--- config.mk ---
export PLATFORM = sky130hd
export DESIGN_NAME = page_frame_replacement_unit_flat
export DESIGN_NICKNAME = d
export VERILOG_FILES = /design/src/rtl/pfr_pkg.sv /design/src/rtl/pfr_if.sv /design/src/rtl/pfr_frame_ram.sv /design/src/rtl/page_frame_replacement_unit.sv /design/src/flat_wrapper.sv
export SDC_FILE = /design/constraint.sdc
export NUM_CORES = 1
export LEC_CHECK = 0
export BUFFER_PORTS_ARGS = -buffer_cell sky130_fd_sc_hd__buf_4
export CORE_MARGIN = 2
export CORE_UTILIZATION = 35
export CTS_CLUSTER_SIZE = 28
export DETAILED_ROUTE_END_ITERATION = 10
export PLACE_DENSITY = 0.45
export SYNTH_ARGS = -nofsm -noshare
export SYNTH_HDL_FRONTEND = slang
export SYNTH_HIERARCHICAL = 1
export SYNTH_SLANG_ARGS = --single-unit
export TNS_END_PERCENT = 30
--- constraint.sdc ---
create_clock -name clk_i -period 14.9 [get_ports clk_i]
set_clock_uncertainty 0.05 [all_clocks]
set_input_delay 1.49 -clock clk_i [delete_from_list [all_inputs] [get_ports clk_i]]
set_output_delay 1.49 -clock clk_i [all_outputs]
set_load 0.02 [all_outputs]
--- src/rtl/pfr_pkg.sv ---
// shared types and constants of the page frame replacement unit
package pfr_pkg;

  localparam int unsigned DEF_MAX_FRAMES = 16;
  localparam int unsigned DEF_PAGE_BITS  = 16;

  localparam int unsigned STAMP_W    = 32;
  localparam int unsigned FAULT_W    = 32;
  localparam int unsigned FIDX_W     = 4;
  localparam int unsigned CFG_IDX_W  = 1;
  localparam int unsigned CFG_DATA_W = 5;

  localparam logic [CFG_DATA_W-1:0] FRAMES_RESET = 5'd16;

  typedef enum logic [CFG_IDX_W-1:0] {
    CFG_POLICY_MODE   = 1'b0,
    CFG_FRAMES_IN_USE = 1'b1
  } cfg_idx_e;

  typedef enum logic [1:0] {
    ST_IDLE,
    ST_SCAN,
    ST_LAST,
    ST_WRITE
  } pfr_state_e;

endpackage

--- src/rtl/pfr_if.sv ---
// reference and result channels of the page frame replacement unit
interface pfr_in_if #(
  parameter int unsigned PAGE_BITS = pfr_pkg::DEF_PAGE_BITS
);
  logic                 valid;
  logic                 ready;
  logic [PAGE_BITS-1:0] page_number;
  logic                 first_in_string;

  modport source (output valid, output page_number, output first_in_string, input ready);
  modport sink   (input valid, input page_number, input first_in_string, output ready);
endinterface

interface pfr_out_if;
  logic                         valid;
  logic                         ready;
  logic                         hit;
  logic [pfr_pkg::FIDX_W-1:0]   frame_index;
  logic [pfr_pkg::FAULT_W-1:0]  fault_total;

  modport source (output valid, output hit, output frame_index, output fault_total,
                  input ready);
  modport sink   (input valid, input hit, input frame_index, input fault_total,
                  output ready);
endinterface

--- src/rtl/pfr_frame_ram.sv ---
// frame table memory: one write port, one registered read port
module pfr_frame_ram #(
  parameter int unsigned DEPTH = pfr_pkg::DEF_MAX_FRAMES,
  parameter int unsigned WIDTH = pfr_pkg::DEF_PAGE_BITS + pfr_pkg::STAMP_W,
  parameter int unsigned AW    = (DEPTH > 1) ? $clog2(DEPTH) : 1
) (
  input  logic             clk_i,
  input  logic             wr_en_i,
  input  logic [AW-1:0]    wr_addr_i,
  input  logic [WIDTH-1:0] wr_data_i,
  input  logic             rd_en_i,
  input  logic [AW-1:0]    rd_addr_i,
  output logic [WIDTH-1:0] rd_data_o
);

  logic [WIDTH-1:0] mem_q [DEPTH];

  always_ff @(posedge clk_i) begin
    if (wr_en_i) begin
      mem_q[wr_addr_i] <= wr_data_i;
    end
  end

  always_ff @(posedge clk_i) begin
    if (rd_en_i) begin
      rd_data_o <= mem_q[rd_addr_i];
    end
  end

endmodule

--- src/rtl/page_frame_replacement_unit.sv ---
// top level of the page frame replacement unit (fifo / lru)
//
// usage:
// - in_i carries one page reference per word: page_number and first_in_string.
//   first_in_string clears all frames, the access clock and the fault count
//   before that reference is handled
// - out_o returns one word per reference: hit, frame_index, fault_total
// - cfg_we_i / cfg_idx_i / cfg_data_i write policy_mode (index 0) and
//   frames_in_use (index 1); write only while no reference is in flight
// - page and stamp of each frame live in a small memory; frames are scanned
//   one per cycle through its read port, with valid bits kept in flops
// - a reference goes from acceptance through one read of the frame memory per
//   active frame (1..MAX_FRAMES), a wait for the last read to return, then one
//   write-back and result step;
//   the next reference is taken in the cycle after write-back
// - the result register lets a new reference be accepted and scanned while
//   the previous word waits; write-back waits until that word is taken
// - reset clears valid bits, clock, fault count, sets fifo and 16 frames;
//   no memory clearing pass is needed
module page_frame_replacement_unit #(
  parameter int unsigned MAX_FRAMES = pfr_pkg::DEF_MAX_FRAMES,
  parameter int unsigned PAGE_BITS  = pfr_pkg::DEF_PAGE_BITS
) (
  input  logic                             clk_i,
  input  logic                             rst_ni,
  input  logic                             cfg_we_i,
  input  logic [pfr_pkg::CFG_IDX_W-1:0]    cfg_idx_i,
  input  logic [pfr_pkg::CFG_DATA_W-1:0]   cfg_data_i,
  pfr_in_if.sink                           in_i,
  pfr_out_if.source                        out_o
);

  localparam int unsigned IDX_W   = (MAX_FRAMES > 1) ? $clog2(MAX_FRAMES) : 1;
  localparam int unsigned CNT_W   = $clog2(MAX_FRAMES + 1);
  localparam int unsigned STAMP_W = pfr_pkg::STAMP_W;
  localparam int unsigned ENT_W   = PAGE_BITS + STAMP_W;

  // control state
  pfr_pkg::pfr_state_e state_q, state_d;
  logic [IDX_W-1:0]            scan_q, scan_d;
  logic                        chk_q, chk_d;
  logic [IDX_W-1:0]            chkidx_q, chkidx_d;
  logic [MAX_FRAMES-1:0]       valid_q, valid_d;
  logic [STAMP_W-1:0]          clock_q, clock_d;
  logic [pfr_pkg::FAULT_W-1:0] fault_q, fault_d;
  logic                        policy_q, policy_d;
  logic [pfr_pkg::CFG_DATA_W-1:0] frames_q, frames_d;
  logic                        outv_q, outv_d;

  // payload
  logic [PAGE_BITS-1:0]        page_q, page_d;
  logic                        hitf_q, hitf_d;
  logic [IDX_W-1:0]            hitidx_q, hitidx_d;
  logic [STAMP_W-1:0]          oldstamp_q, oldstamp_d;
  logic [IDX_W-1:0]            oldidx_q, oldidx_d;
  logic                        ohit_q, ohit_d;
  logic [pfr_pkg::FIDX_W-1:0]  oidx_q, oidx_d;
  logic [pfr_pkg::FAULT_W-1:0] otot_q, otot_d;

  logic                 acc;
  logic                 scan_last;
  logic                 wr_go;
  logic                 rd_en;
  logic                 wr_en;
  logic [ENT_W-1:0]     rd_data;
  logic [PAGE_BITS-1:0] rd_page;
  logic [STAMP_W-1:0]   rd_stamp;
  logic [CNT_W-1:0]     n_act;
  logic                 empty_found;
  logic [IDX_W-1:0]     empty_idx;
  logic [IDX_W-1:0]     slot;
  logic [pfr_pkg::FAULT_W-1:0] fault_nx;

  // active frame count, clamped into 1..MAX_FRAMES
  always_comb begin
    if (frames_q == '0) begin
      n_act = CNT_W'(1);
    end else if (32'(frames_q) > MAX_FRAMES) begin
      n_act = CNT_W'(MAX_FRAMES);
    end else begin
      n_act = CNT_W'(frames_q);
    end
  end

  // lowest empty frame among the active ones
  always_comb begin
    empty_found = 1'b0;
    empty_idx   = '0;
    for (int i = MAX_FRAMES - 1; i >= 0; i--) begin
      if ((32'(i) < 32'(n_act)) && !valid_q[i]) begin
        empty_found = 1'b1;
        empty_idx   = IDX_W'(i);
      end
    end
  end

  assign acc       = in_i.valid && in_i.ready;
  assign scan_last = (scan_q == IDX_W'(n_act - CNT_W'(1)));
  assign rd_page   = rd_data[ENT_W-1:STAMP_W];
  assign rd_stamp  = rd_data[STAMP_W-1:0];
  assign fault_nx  = (fault_q == '1) ? fault_q : fault_q + 1'b1;

  // victim: hit frame, else lowest empty, else oldest stamp
  always_comb begin
    if (hitf_q) begin
      slot = hitidx_q;
    end else if (empty_found) begin
      slot = empty_idx;
    end else begin
      slot = oldidx_q;
    end
  end

  // next state
  always_comb begin
    state_d = state_q;
    case (state_q)
      pfr_pkg::ST_IDLE:  if (acc) state_d = pfr_pkg::ST_SCAN;
      pfr_pkg::ST_SCAN:  if (scan_last) state_d = pfr_pkg::ST_LAST;
      pfr_pkg::ST_LAST:  state_d = pfr_pkg::ST_WRITE;
      pfr_pkg::ST_WRITE: if (wr_go) state_d = pfr_pkg::ST_IDLE;
      default:           state_d = pfr_pkg::ST_IDLE;
    endcase
  end

  // fsm outputs
  always_comb begin
    in_i.ready = 1'b0;
    rd_en      = 1'b0;
    wr_go      = 1'b0;
    case (state_q)
      pfr_pkg::ST_IDLE:  in_i.ready = 1'b1;
      pfr_pkg::ST_SCAN:  rd_en = 1'b1;
      pfr_pkg::ST_LAST:  ;
      pfr_pkg::ST_WRITE: wr_go = !outv_q || out_o.ready;
      default:           ;
    endcase
  end

  // fifo hits leave the table alone, lru hits refresh the stamp
  assign wr_en = wr_go && (!hitf_q || policy_q);

  pfr_frame_ram #(
    .DEPTH (MAX_FRAMES),
    .WIDTH (ENT_W),
    .AW    (IDX_W)
  ) u_ram (
    .clk_i     (clk_i),
    .wr_en_i   (wr_en),
    .wr_addr_i (slot),
    .wr_data_i ({page_q, clock_q}),
    .rd_en_i   (rd_en),
    .rd_addr_i (scan_q),
    .rd_data_o (rd_data)
  );

  // datapath
  always_comb begin
    scan_d     = scan_q;
    chk_d      = (state_q == pfr_pkg::ST_SCAN);
    chkidx_d   = scan_q;
    valid_d    = valid_q;
    clock_d    = clock_q;
    fault_d    = fault_q;
    policy_d   = policy_q;
    frames_d   = frames_q;
    outv_d     = outv_q;
    page_d     = page_q;
    hitf_d     = hitf_q;
    hitidx_d   = hitidx_q;
    oldstamp_d = oldstamp_q;
    oldidx_d   = oldidx_q;
    ohit_d     = ohit_q;
    oidx_d     = oidx_q;
    otot_d     = otot_q;

    if (acc) begin
      page_d = in_i.page_number;
      hitf_d = 1'b0;
      scan_d = '0;
      if (in_i.first_in_string) begin
        valid_d = '0;
        clock_d = '0;
        fault_d = '0;
      end
    end

    if (state_q == pfr_pkg::ST_SCAN) begin
      scan_d = scan_last ? '0 : scan_q + 1'b1;
    end

    // one frame comes back from memory per cycle
    if (chk_q) begin
      if (!hitf_q && valid_q[chkidx_q] && (rd_page == page_q)) begin
        hitf_d   = 1'b1;
        hitidx_d = chkidx_q;
      end
      if ((chkidx_q == '0) || (rd_stamp < oldstamp_q)) begin
        oldstamp_d = rd_stamp;
        oldidx_d   = chkidx_q;
      end
    end

    if (wr_go) begin
      if (!hitf_q) begin
        valid_d[slot] = 1'b1;
        fault_d       = fault_nx;
      end
      clock_d = (clock_q == '1) ? clock_q : clock_q + 1'b1;
      outv_d  = 1'b1;
      ohit_d  = hitf_q;
      oidx_d  = pfr_pkg::FIDX_W'(slot);
      otot_d  = hitf_q ? fault_q : fault_nx;
    end else if (out_o.ready) begin
      outv_d = 1'b0;
    end

    if (cfg_we_i) begin
      case (cfg_idx_i)
        pfr_pkg::CFG_POLICY_MODE:   policy_d = cfg_data_i[0];
        pfr_pkg::CFG_FRAMES_IN_USE: frames_d = cfg_data_i;
        default:                    ;
      endcase
    end
  end

  always_ff @(posedge clk_i or negedge rst_ni) begin
    if (!rst_ni) begin
      state_q  <= pfr_pkg::ST_IDLE;
      scan_q   <= '0;
      chk_q    <= 1'b0;
      chkidx_q <= '0;
      valid_q  <= '0;
      clock_q  <= '0;
      fault_q  <= '0;
      policy_q <= 1'b0;
      frames_q <= pfr_pkg::FRAMES_RESET;
      outv_q   <= 1'b0;
    end else begin
      state_q  <= state_d;
      scan_q   <= scan_d;
      chk_q    <= chk_d;
      chkidx_q <= chkidx_d;
      valid_q  <= valid_d;
      clock_q  <= clock_d;
      fault_q  <= fault_d;
      policy_q <= policy_d;
      frames_q <= frames_d;
      outv_q   <= outv_d;
    end
  end

  always_ff @(posedge clk_i) begin
    page_q     <= page_d;
    hitf_q     <= hitf_d;
    hitidx_q   <= hitidx_d;
    oldstamp_q <= oldstamp_d;
    oldidx_q   <= oldidx_d;
    ohit_q     <= ohit_d;
    oidx_q     <= oidx_d;
    otot_q     <= otot_d;
  end

  assign out_o.valid       = outv_q;
  assign out_o.hit         = ohit_q;
  assign out_o.frame_index = oidx_q;
  assign out_o.fault_total = otot_q;

  // scan address stays inside the active frames
  a_scan_range: assert property (@(posedge clk_i) disable iff (!rst_ni)
    (state_q == pfr_pkg::ST_SCAN) |-> (32'(scan_q) < 32'(n_act)))
    else $error("frame scan beyond active frame count");

  // an accepted reference starts a scan
  a_acc_scan: assert property (@(posedge clk_i) disable iff (!rst_ni)
    acc |=> (state_q == pfr_pkg::ST_SCAN))
    else $error("accepted reference did not start a scan");

  // a fault loads its frame as valid
  a_fault_valid: assert property (@(posedge clk_i) disable iff (!rst_ni)
    (wr_go && !hitf_q) |=> valid_q[$past(slot)])
    else $error("faulted frame not marked valid");

  // a fault below saturation bumps the count by one
  a_fault_inc: assert property (@(posedge clk_i) disable iff (!rst_ni)
    (wr_go && !hitf_q && (fault_q != '1)) |=> (fault_q == $past(fault_q) + 1'b1))
    else $error("fault count not advanced on a fault");

endmodule
--- src/flat_wrapper.sv ---
// flat-port wrapper written by rule: the top's interface ports become plain ports
module page_frame_replacement_unit_flat 
#(
  parameter int unsigned MAX_FRAMES = pfr_pkg::DEF_MAX_FRAMES,
  parameter int unsigned PAGE_BITS  = pfr_pkg::DEF_PAGE_BITS
)
  (clk_i, rst_ni, cfg_we_i, cfg_idx_i, cfg_data_i, in_i_valid, in_i_page_number, in_i_first_in_string, in_i_ready, out_o_valid, out_o_hit, out_o_frame_index, out_o_fault_total, out_o_ready);
  pfr_in_if #(.PAGE_BITS(PAGE_BITS)) in_i_i ();
  pfr_out_if out_o_i ();
  input  logic clk_i;
  input  logic rst_ni;
  input  logic cfg_we_i;
  input  logic [pfr_pkg::CFG_IDX_W-1:0] cfg_idx_i;
  input  logic [pfr_pkg::CFG_DATA_W-1:0] cfg_data_i;
  input wire logic [$bits(in_i_i.valid)-1:0] in_i_valid;
  input wire logic [$bits(in_i_i.page_number)-1:0] in_i_page_number;
  input wire logic [$bits(in_i_i.first_in_string)-1:0] in_i_first_in_string;
  output wire logic [$bits(in_i_i.ready)-1:0] in_i_ready;
  output wire logic [$bits(out_o_i.valid)-1:0] out_o_valid;
  output wire logic [$bits(out_o_i.hit)-1:0] out_o_hit;
  output wire logic [$bits(out_o_i.frame_index)-1:0] out_o_frame_index;
  output wire logic [$bits(out_o_i.fault_total)-1:0] out_o_fault_total;
  input wire logic [$bits(out_o_i.ready)-1:0] out_o_ready;
  assign in_i_i.valid = in_i_valid;
  assign in_i_i.page_number = in_i_page_number;
  assign in_i_i.first_in_string = in_i_first_in_string;
  assign in_i_ready = in_i_i.ready;
  assign out_o_valid = out_o_i.valid;
  assign out_o_hit = out_o_i.hit;
  assign out_o_frame_index = out_o_i.frame_index;
  assign out_o_fault_total = out_o_i.fault_total;
  assign out_o_i.ready = out_o_ready;
  page_frame_replacement_unit #(.MAX_FRAMES(MAX_FRAMES), .PAGE_BITS(PAGE_BITS)) u_core (.clk_i(clk_i), .rst_ni(rst_ni), .cfg_we_i(cfg_we_i), .cfg_idx_i(cfg_idx_i), .cfg_data_i(cfg_data_i), .in_i(in_i_i), .out_o(out_o_i));
endmodule
==> results of run 1 <==
## worst max-delay path, cell delays in order (launching register included)
cell	delay, ns
sky130_fd_sc_hd__dfrtp_1	0.62
sky130_fd_sc_hd__a2111oi_4	0.48
sky130_fd_sc_hd__o22ai_2	0.18
sky130_fd_sc_hd__nor4_4	0.39
sky130_fd_sc_hd__o21ai_1	0.22
sky130_fd_sc_hd__o21ai_0	0.69
sky130_fd_sc_hd__nand3_1	0.50
sky130_fd_sc_hd__nor2_4	0.91
sky130_fd_sc_hd__buf_4	0.59
## power breakdown
| group | leakage [nW] | total [W] | internal [W] | switching, W |
|---|---|---|---|---|
| registers | 9.41 | 0.00375 | 0.00351 | 0.000242 |
| logic | 3.88 | 0.00166 | 0.000676 | 0.000987 |
| clock network | 1.65 | 0.00256 | 0.00146 | 0.00110 |
## final cells by class
class / count / share of cell area
well taps: 1512 / 0.0411
inverters: 56 / 0.00462
repair buffers: 105 / 0.0174
clock buffers: 143 / 0.0625
flip-flops and latches: 1008 / 0.647
multi-input cells: 1021 / 0.217
clock inverters: 62 / 0.0108
## registers in the layout (all words and copies together) (netlist names)
signal,flops
u_core/out_o.valid,1
u_core/oldidx_q,4
u_core/chk_q,1
u_core/u_ram/mem_q,768
u_core/fault_q,32
u_core/out_o.hit,1
u_core/clock_q,32
u_core/out_o.frame_index,4
u_core/page_q,16
u_core/u_ram/rd_data_o,48
u_core/hitidx_q,4
u_core/frames_q,5
u_core/state_q,2
u_core/chkidx_d,4
u_core/hitf_q,1
u_core/out_o.fault_total,32
u_core/policy_q,1
u_core/chkidx_q,4
u_core/oldstamp_q,32
u_core/valid_q,16
## synth_stat cells (all sizes together) (13+ instances only)
library cell / count / area [µm²]
inv: 56 / 213
ha: 39 / 488
edfxtp: 909 / 27300
o21ai: 74 / 374
a22oi: 97 / 733
and3: 16 / 100
xor2: 41 / 359
and2: 13 / 81.3
mux4: 197 / 4440
o31ai: 13 / 97.6
nand2: 135 / 507
buf: 55 / 344
a21o: 13 / 97.6
a31oi: 14 / 87.6
nand4: 26 / 163
dfrtp: 97 / 2430
clkbuf: 50 / 188
xnor2: 30 / 263
a21oi: 34 / 170
nor2: 87 / 337
nand3: 37 / 185
nor3: 15 / 85.1
## worst max-delay path by stage
stage                             startpoint                         end  cells past startpoint
after floorplan                  out_o_ready    u_core/u_ram/mem_q[0][0]                      5
after global placement    u_core/frames_q[1]  u_core/u_ram/mem_q[15][25]                      8
after detailed placement  u_core/frames_q[1]  u_core/u_ram/mem_q[15][28]                      8
after CTS                 u_core/frames_q[1]  u_core/u_ram/mem_q[15][25]                      8
after global routing      u_core/frames_q[1]  u_core/u_ram/mem_q[15][25]                      8
final                     u_core/frames_q[1]  u_core/u_ram/mem_q[14][28]                      8
## layer usage
| layer | routed length (µm) | track usage | vias to the layer above | part of all wire |
|---|---|---|---|---|
| met1 | 43900 | 0.231 | 11000 | 0.46 |
| met2 | 46500 | 0.272 | 429 | 0.48 |
| met3 | 3410 | 0.0244 | 145 | 0.035 |
| met4 | 2390 | 0.0467 | 0 | 0.025 |
| li1 | - | - | 9063 | - |
| met5 | 0 | 0 | - | 0 |
## cells in the final DEF, fill, tap and decap left out, types with 6 or more instances in the layout
master and n:
sky130_fd_sc_hd__a21oi_1 34, sky130_fd_sc_hd__nand3_1 37, sky130_fd_sc_hd__buf_4 104, sky130_fd_sc_hd__clkbuf_16 110
sky130_fd_sc_hd__nor3_2 6, sky130_fd_sc_hd__clkbuf_1 33, sky130_fd_sc_hd__a21o_1 13, sky130_fd_sc_hd__inv_1 54
sky130_fd_sc_hd__nand2_1 135, sky130_fd_sc_hd__nor2_1 70, sky130_fd_sc_hd__and4_1 11, sky130_fd_sc_hd__o31ai_1 13
sky130_fd_sc_hd__and2_1 12, sky130_fd_sc_hd__xnor2_1 30, sky130_fd_sc_hd__ha_1 38, sky130_fd_sc_hd__mux4_2 197
sky130_fd_sc_hd__a22oi_1 96, sky130_fd_sc_hd__o21ai_1 9, sky130_fd_sc_hd__edfxtp_1 909, sky130_fd_sc_hd__or3_1 9
sky130_fd_sc_hd__o21ai_0 64, sky130_fd_sc_hd__a31oi_1 14, sky130_fd_sc_hd__nand2b_1 12, sky130_fd_sc_hd__mux2_2 8
sky130_fd_sc_hd__clkinv_1 31, sky130_fd_sc_hd__nor2_4 14, sky130_fd_sc_hd__nor3_1 9, sky130_fd_sc_hd__and3_1 16
sky130_fd_sc_hd__xor2_1 41, sky130_fd_sc_hd__nand4_1 26, sky130_fd_sc_hd__bufinv_16 6, sky130_fd_sc_hd__clkinv_2 18
sky130_fd_sc_hd__dfrtp_1 95
## metrics by stage
stage	utilization	setup slack [ns]	hold slack [ns]	cell area, µm²	power (W)
after floorplan	-	8.57	0.367	40300	0.00491
after CTS	0.403	9.81	0.406	46000	0.00813
after global placement	0.373	10.03	0.386	42700	0.00551
after detailed placement	0.373	9.80	0.392	42700	0.00553
final	0.403	9.82	0.405	46000	0.00798
after global routing	0.403	9.50	0.407	46000	0.00839
## cell families (layout without fill, tap and decap cells)
kind of cell	count (synthesis)	count (layout)	share of synthesized area
multiplexers	205	205	0.112
AND/OR/NAND/NOR	400	400	0.0506
buffers and inverters	161	366	0.0185
adder cells (fa/ha/maj)	39	39	0.0121
flip-flops	1008	1008	0.738
XOR/XNOR	71	71	0.0154
AO/OA/AOI/OAI	306	306	0.0528
==> report_table.html, run 1 <==
<table>
<tr><th>Metric</th><th>Value</th></tr>
<tr><th colspan="2">Final layout</th></tr>
<tr><td>Multi-input gate area in the final layout</td><td>9970 µm²</td></tr>
<tr><td>Total Nets Final</td><td>2368</td></tr>
<tr><td>P&amp;R area growth vs syn</td><td>14.2%</td></tr>
<tr><td>Sequential cell area in the final layout</td><td>29800 µm²</td></tr>
<tr><td>Count of fill cells added during filler insertion</td><td>10.2k</td></tr>
<tr><td>Number of diodes</td><td>0</td></tr>
<tr><td>Proportion of layout cells with a drive suffix above 1</td><td>0.213</td></tr>
<tr><td>Finished Layout Cells</td><td>3907</td></tr>
<tr><th colspan="2">Yosys</th></tr>
<tr><td>FFs w/ async S/R, synth</td><td>0.0972</td></tr>
<tr><td>Netlist area before placement</td><td>40300 µm²</td></tr>
<tr><td>Leading register cell type out of synthesis</td><td>sky130_fd_sc_hd__edfxtp_1</td></tr>
<tr><td>Library cells used by synthesis</td><td>86</td></tr>
<tr><td>Number of standard cells after synthesis</td><td>2190</td></tr>
<tr><td>Seq cells post-synth</td><td>1008</td></tr>
<tr><td>Share of the yosys chip area belonging to registers</td><td>0.738</td></tr>
<tr><td>Synthesized area divided by synthesized cell count</td><td>18.4 µm²</td></tr>
<tr><td>Number of enable flip-flop cells after synthesis</td><td>909</td></tr>
<tr><td>Total number of yosys warnings</td><td>6</td></tr>
<tr><td>Synthesized net count</td><td>2257</td></tr>
<tr><th colspan="2">Clock network</th></tr>
<tr><td>Clock tree from TritonCTS</td><td>done</td></tr>
<tr><td>Root Driver</td><td>sky130_fd_sc_hd__clkbuf_16</td></tr>
<tr><td>Post-CTS setup repair buffer count</td><td>0</td></tr>
<tr><td># clock sinks</td><td>1008</td></tr>
<tr><td>Maximum root-to-sink buffer count</td><td>3</td></tr>
<tr><td>Clock latency of the later-clocked register in the worst-skew pair</td><td>0.69 ns</td></tr>
<tr><td>H-tree level count</td><td>3</td></tr>
<tr><td>Hold Buf Count CTS</td><td>0</td></tr>
<tr><td># resized after CTS</td><td>0</td></tr>
<tr><td>Clock transition at the register clock pins on the worst setup and hold paths after CTS</td><td>0.06 ns</td></tr>
<tr><td>Clock buffers created by TritonCTS</td><td>109</td></tr>
<tr><th colspan="2">Worst hold path</th></tr>
<tr><td>Cell depth of the worst hold path</td><td>0</td></tr>
<tr><td>Endpoint of the worst hold-timing path</td><td>u_core/oldstamp_q[16]</td></tr>
<tr><td>Class of the tightest hold or removal check</td><td>reg -&gt; reg</td></tr>
<tr><td>Hold wc startpoint</td><td>u_core/u_ram/rd_data_o[16]</td></tr>
<tr><th colspan="2">Timing</th></tr>
<tr><td>Transition time at the pin with the least slew margin</td><td>1.13 ns</td></tr>
<tr><td>Unrepaired setup endpoints after global routing</td><td>no</td></tr>
<tr><td>Fmax achieved</td><td>197 MHz</td></tr>
<tr><td>Setup TNS</td><td>0 ns</td></tr>
<tr><td>Relative max-transition margin</td><td>0.249</td></tr>
<tr><td>Final hold viol count</td><td>0</td></tr>
<tr><td>Number of endpoints failing setup at the final stage</td><td>0</td></tr>
<tr><td>Portion of the clock cycle consumed by the worst path in the final layout</td><td>0.341</td></tr>
<tr><td>Max Slew Vio Count</td><td>0</td></tr>
<tr><td>Post-route minimum period</td><td>5.08 ns</td></tr>
<tr><th colspan="2">Setup path</th></tr>
<tr><td>Worst Setup Start Kind</td><td>register</td></tr>
<tr><td>Worst Setup Path Type</td><td>reg -&gt; reg</td></tr>
<tr><td>Critical path data required time</td><td>15.17 ns</td></tr>
<tr><td>Largest fanout on the critical path</td><td>27</td></tr>
<tr><td>Reg-to-reg critical path endpoint</td><td>u_core/u_ram/mem_q[14][28]</td></tr>
<tr><td>R2r worst-path depth</td><td>8</td></tr>
<tr><td>Worst reg2reg path startpoint</td><td>u_core/frames_q[1]</td></tr>
<tr><td>Worst R2R Setup Slack</td><td>9.82 ns</td></tr>
<tr><td>Kind of end point of the critical path</td><td>register</td></tr>
<tr><td>Arrival time at the worst endpoint</td><td>5.35 ns</td></tr>
<tr><th colspan="2">Global route</th></tr>
<tr><td>Antenna violations before repair</td><td>0</td></tr>
<tr><td>Number of global-route vias before repair</td><td>21.8k</td></tr>
<tr><td>Global-route wire length before repair</td><td>145000 µm</td></tr>
<tr><td>Total track usage</td><td>0.166</td></tr>
<tr><td>Pin count of the biggest net entering global routing</td><td>77</td></tr>
<tr><td>Remaining global-route overflow</td><td>0</td></tr>
<tr><th colspan="2">Detailed routing</th></tr>
<tr><td>Number of design rule violations left after detail routing</td><td>0</td></tr>
<tr><td>Detailed-route wire length per cell</td><td>24.6 µm</td></tr>
<tr><td>Detail-routed via count per cell</td><td>5.29</td></tr>
<tr><td>Total routed wirelength</td><td>96200 µm</td></tr>
<tr><td>Final antenna-violating net count</td><td>0</td></tr>
<tr><td>First-pass iteration count of the detailed router</td><td>5</td></tr>
<tr><td>Initial DRC count</td><td>1547</td></tr>
<tr><td>Number of vias after detailed routing</td><td>20.7k</td></tr>
<tr><th colspan="2">Floorplanning</th></tr>
<tr><td>Die width</td><td>343 µm</td></tr>
<tr><td>Chip Height</td><td>343 µm</td></tr>
<tr><td>Core Region</td><td>114000 µm²</td></tr>
<tr><td>Die ar.</td><td>118000 µm²</td></tr>
<tr><td>Number of cell rows</td><td>124</td></tr>
<tr><td>Effective utilization at floorplan</td><td>0.353</td></tr>
<tr><td>Ports</td><td>67</td></tr>
<tr><th colspan="2">Placed design</th></tr>
<tr><td>Gpl congestion</td><td>0.806</td></tr>
<tr><td>Placed cells</td><td>3702</td></tr>
<tr><td>Port Buffer Count</td><td>66</td></tr>
<tr><td>Half-perimeter wire length after placement</td><td>51900 µm</td></tr>
<tr><th colspan="2">Run</th></tr>
<tr><td>Number of violations of the max-capacitance limit</td><td>0</td></tr>
<tr><th colspan="2">Status</th></tr>
<tr><td>Outcome</td><td>finished, final reports clean</td></tr>
<tr><th colspan="2">Pwr</th></tr>
<tr><td>Max IR drop VDD</td><td>0.127 mV</td></tr>
<tr><td>Cell leakage power</td><td>14.9 nW</td></tr>
<tr><td>PwrDens</td><td>173 nW/µm²</td></tr>
</table>
No activity file was read; power rests on OpenSTA's default activity.
==> run 2, diff against run 1 <==
- PLACE_DENSITY: 0.45 -> 0.47
- clock period: 14.9 -> 4.43 ns (I/O delays scaled with it)
==> report_table.html, run 2 (same netlist as run 1, synthesis figures left out) <==
<table>
<tr><th>Metric</th><th>Value</th></tr>
<tr><th colspan="2">Final layout</th></tr>
<tr><td>Biggest regs</td><td>u_core/u_ram/mem_q x768, u_core/u_ram/rd_data_o x48</td></tr>
<tr><td>Number of diodes</td><td>0 (unchanged)</td></tr>
<tr><td>Most frequent standard cell in the layout excluding fill and tap cells</td><td>sky130_fd_sc_hd__edfxtp_1</td></tr>
<tr><td>Total Nets Final</td><td>2417 (+2.1%)</td></tr>
<tr><td>Flip-flop count of the largest register after layout</td><td>768 (unchanged)</td></tr>
<tr><td>Proportion of layout cells with a drive suffix above 1</td><td>0.221 (+0.00801)</td></tr>
<tr><td>Most used cells in the layout excluding fill and tap cells</td><td>sky130_fd_sc_hd__edfxtp_1 (909), sky130_fd_sc_hd__mux4_2 (197), sky130_fd_sc_hd__nand2_1 (135)</td></tr>
<tr><td>P&amp;R area growth vs syn</td><td>16.1%</td></tr>
<tr><td>Register with the most flip-flops</td><td>u_core/u_ram/mem_q</td></tr>
<tr><th colspan="2">Timing</th></tr>
<tr><td>Max Slew Vio Count</td><td>0 (unchanged)</td></tr>
<tr><td>Relative max-transition margin</td><td>0.231 (-0.0185)</td></tr>
<tr><td>Number of endpoints failing setup at the final stage</td><td>0 (unchanged)</td></tr>
<tr><td>Post-route minimum period</td><td>4.02 ns (-1.06 ns)</td></tr>
<tr><td>Worst Slack Setup Final</td><td>0.408 ns (-9.41 ns)</td></tr>
<tr><td>Unrepaired setup endpoints after global routing</td><td>no</td></tr>
<tr><td>Final hold viol count</td><td>0 (unchanged)</td></tr>
<tr><td>Transition time at the pin with the least slew margin</td><td>1.14 ns (+0.0172 ns)</td></tr>
<tr><td>Fmax achieved</td><td>249 MHz (+26%)</td></tr>
<tr><td>Portion of the clock cycle consumed by the worst path in the final layout</td><td>0.908 (+0.567)</td></tr>
<tr><td>Setup TNS</td><td>0 ns (unchanged)</td></tr>
<tr><th colspan="2">Clock network</th></tr>
<tr><td>Clock transition at the register clock pins on the worst setup and hold paths after CTS</td><td>0.06 ns (about the same)</td></tr>
<tr><td># clock sinks</td><td>1008 (unchanged)</td></tr>
<tr><td>Clock tree from TritonCTS</td><td>done</td></tr>
<tr><td>H-tree level count</td><td>3 (unchanged)</td></tr>
<tr><td>Maximum root-to-sink buffer count</td><td>3 (unchanged)</td></tr>
<tr><td>Clock latency of the later-clocked register in the worst-skew pair</td><td>0.70 ns (about the same)</td></tr>
<tr><td>Clock buffers created by TritonCTS</td><td>108 (-0.92%)</td></tr>
<tr><td>Root Driver</td><td>sky130_fd_sc_hd__clkbuf_16</td></tr>
<tr><th colspan="2">Setup path</th></tr>
<tr><td>Worst Setup Path Type</td><td>reg -&gt; reg</td></tr>
<tr><td>Reg-to-reg critical path endpoint</td><td>u_core/u_ram/mem_q[6][13]</td></tr>
<tr><td>Worst reg2reg path startpoint</td><td>u_core/frames_q[2]</td></tr>
<tr><td>Worst Setup Start Kind</td><td>register</td></tr>
<tr><td>R2r worst-path depth</td><td>9 (+1)</td></tr>
<tr><td>Critical path data required time</td><td>4.72 ns (-10.45 ns)</td></tr>
<tr><td>Largest fanout on the critical path</td><td>23 (-15%)</td></tr>
<tr><td>Arrival time at the worst endpoint</td><td>4.31 ns (-1.04 ns)</td></tr>
<tr><td>Worst R2R Setup Slack</td><td>0.41 ns (-9.41 ns)</td></tr>
<tr><td>Kind of end point of the critical path</td><td>register</td></tr>
<tr><th colspan="2">Global route</th></tr>
<tr><td>Met2 track utilization from global routing</td><td>0.262 (-0.0106)</td></tr>
<tr><td>Pin count of the biggest net entering global routing</td><td>72 (-6.5%)</td></tr>
<tr><td>Global-route wire length before repair</td><td>141000 µm (-3.0%)</td></tr>
<tr><td>Met1 GRT Util</td><td>0.222 (-0.00884)</td></tr>
<tr><td>Number of global-route vias before repair</td><td>21.4k (-1.8%)</td></tr>
<tr><td>Remaining global-route overflow</td><td>0 (unchanged)</td></tr>
<tr><td>Top Usage Layer GRT</td><td>met2</td></tr>
<tr><td>Fraction of met3 tracks used by global routing</td><td>0.0259 (+0.00149)</td></tr>
<tr><td>Total track usage</td><td>0.160 (-0.00568)</td></tr>
<tr><td>Antenna violations before repair</td><td>0 (unchanged)</td></tr>
<tr><th colspan="2">Detailed routing</th></tr>
<tr><td>Final antenna-violating net count</td><td>0 (unchanged)</td></tr>
<tr><td>Initial DRC count</td><td>1772 (+15%)</td></tr>
<tr><td>Number of design rule violations left after detail routing</td><td>0 (unchanged)</td></tr>
<tr><td>Total routed wirelength</td><td>93500 µm (-2.8%)</td></tr>
<tr><td>Number of vias after detailed routing</td><td>20.7k (+0.38%)</td></tr>
<tr><td>First-pass iteration count of the detailed router</td><td>5 (unchanged)</td></tr>
<tr><td>Detail-routed via count per cell</td><td>5.24 (-0.86%)</td></tr>
<tr><td>Detailed-route wire length per cell</td><td>23.6 µm (-4.0%)</td></tr>
<tr><th colspan="2">Status</th></tr>
<tr><td>Outcome</td><td>finished, final reports clean</td></tr>
<tr><th colspan="2">Floorplanning</th></tr>
<tr><td>Number of cell rows</td><td>124 (unchanged)</td></tr>
<tr><td>Die width</td><td>343 µm (unchanged)</td></tr>
<tr><td>Effective utilization at floorplan</td><td>0.353 (unchanged)</td></tr>
<tr><td>Chip Height</td><td>343 µm (unchanged)</td></tr>
<tr><td>Ports</td><td>67 (unchanged)</td></tr>
<tr><td>Core Region</td><td>114000 µm² (unchanged)</td></tr>
<tr><td>Die ar.</td><td>118000 µm² (unchanged)</td></tr>
<tr><th colspan="2">Run</th></tr>
<tr><td>Number of violations of the max-capacitance limit</td><td>0 (unchanged)</td></tr>
<tr><th colspan="2">Placed design</th></tr>
<tr><td>Half-perimeter wire length after placement</td><td>56300 µm (+8.4%)</td></tr>
<tr><td>Gpl congestion</td><td>0.839 (+4.0%)</td></tr>
<tr><td>Minimum setup slack after placement</td><td>0.438 ns (-9.37 ns)</td></tr>
<tr><td>Port Buffer Count</td><td>66 (unchanged)</td></tr>
<tr><th colspan="2">Pwr</th></tr>
<tr><td>Cell leakage power</td><td>15.2 nW (+2.0%)</td></tr>
<tr><td>Max IR drop VDD</td><td>0.344 mV (+170%)</td></tr>
<tr><td>PwrDens</td><td>576 nW/µm² (+230%)</td></tr>
<tr><th colspan="2">Worst hold path</th></tr>
<tr><td>Cell depth of the worst hold path</td><td>3 (+3)</td></tr>
<tr><td>Class of the tightest hold or removal check</td><td>in -&gt; reg</td></tr>
<tr><td>Hold wc startpoint</td><td>out_o_ready</td></tr>
<tr><td>Endpoint of the worst hold-timing path</td><td>u_core/out_o.valid</td></tr>
</table>
run 2: cell count changes in the layout (fill, tap and decap cells not counted), moves of 4 or more:
cell / change
sky130_fd_sc_hd__buf_12: +29
sky130_fd_sc_hd__clkinv_1: -5
sky130_fd_sc_hd__clkinv_2: +8
sky130_fd_sc_hd__dlygate4sd3_1: +24
sky130_fd_sc_hd__nor3_2: -4
sky130_fd_sc_hd__nor3_4: +4
run 2: routing by layer:
metal	wire, µm	vias up
li1	-	9164
met1	42400	11000
met2	45000	441
met3	3740	141
met4	2440	0
met5	0	-
run 2: timing repair:
action,4_1_cts,5_1_grt
hold buffers,24,0
resized for setup,0,1
buffers inserted,0,0
hold endpoints to repair,80,0
setup endpoints to repair,0,28
run 2: area by class of cell:
type / count / area [µm²]
Fill cell: 10200 / 67500
Sequential cell: 1008 / 29800
Timing Repair Buffer: 155 / 1600
Multi-Input combinational cell: 1021 / 9990
Clock buffer: 141 / 2830
Tap cell: 1512 / 1890
Inverter: 56 / 213
Clock inverter: 63 / 500
run 2: worst max path at each step:
stage / from / end
2_1_floorplan: u_core/frames_q[0] / u_core/u_ram/mem_q[1][0]
3_3_place_gp: u_core/frames_q[1] / u_core/u_ram/mem_q[15][17]
3_5_place_dp: u_core/frames_q[1] / u_core/u_ram/mem_q[15][16]
4_1_cts: u_core/frames_q[1] / u_core/u_ram/mem_q[15][18]
5_1_grt: u_core/frames_q[2] / u_core/u_ram/mem_q[6][13]
6_report: u_core/frames_q[2] / u_core/u_ram/mem_q[6][13]
run 2: stage by stage:
stage               std cells  area [µm²]   util  power, W  hold slack, ns
detailed placement       3728       43200  0.378    0.0189           0.396
global route             3956       46800  0.409    0.0283          0.0784
global placement         3728       43200  0.378    0.0187           0.384
floorplan                2190       40400      -    0.0165          0.0974
finish                   3956       46800  0.409    0.0270          0.0566
CTS                      3956       46800  0.409    0.0274          0.0131
run 2: power breakdown:
part,total (W),internal (W),leakage [nW],switching [W]
combinational,0.00592,0.00249,4.20,0.00343
clock,0.00848,0.00476,1.63,0.00372
sequential,0.0126,0.0118,9.41,0.000777
run 2: critical path, stage by stage (launching register included):
cell	delay, ns
sky130_fd_sc_hd__dfrtp_1	0.75
sky130_fd_sc_hd__a21o_1	0.31
sky130_fd_sc_hd__a2bb2oi_1	0.38
sky130_fd_sc_hd__a2111oi_2	0.12
sky130_fd_sc_hd__and2_1	0.18
sky130_fd_sc_hd__o31ai_1	0.46
sky130_fd_sc_hd__inv_1	0.31
sky130_fd_sc_hd__nand2b_1	0.41
sky130_fd_sc_hd__nor2_4	0.22
sky130_fd_sc_hd__buf_4	0.40
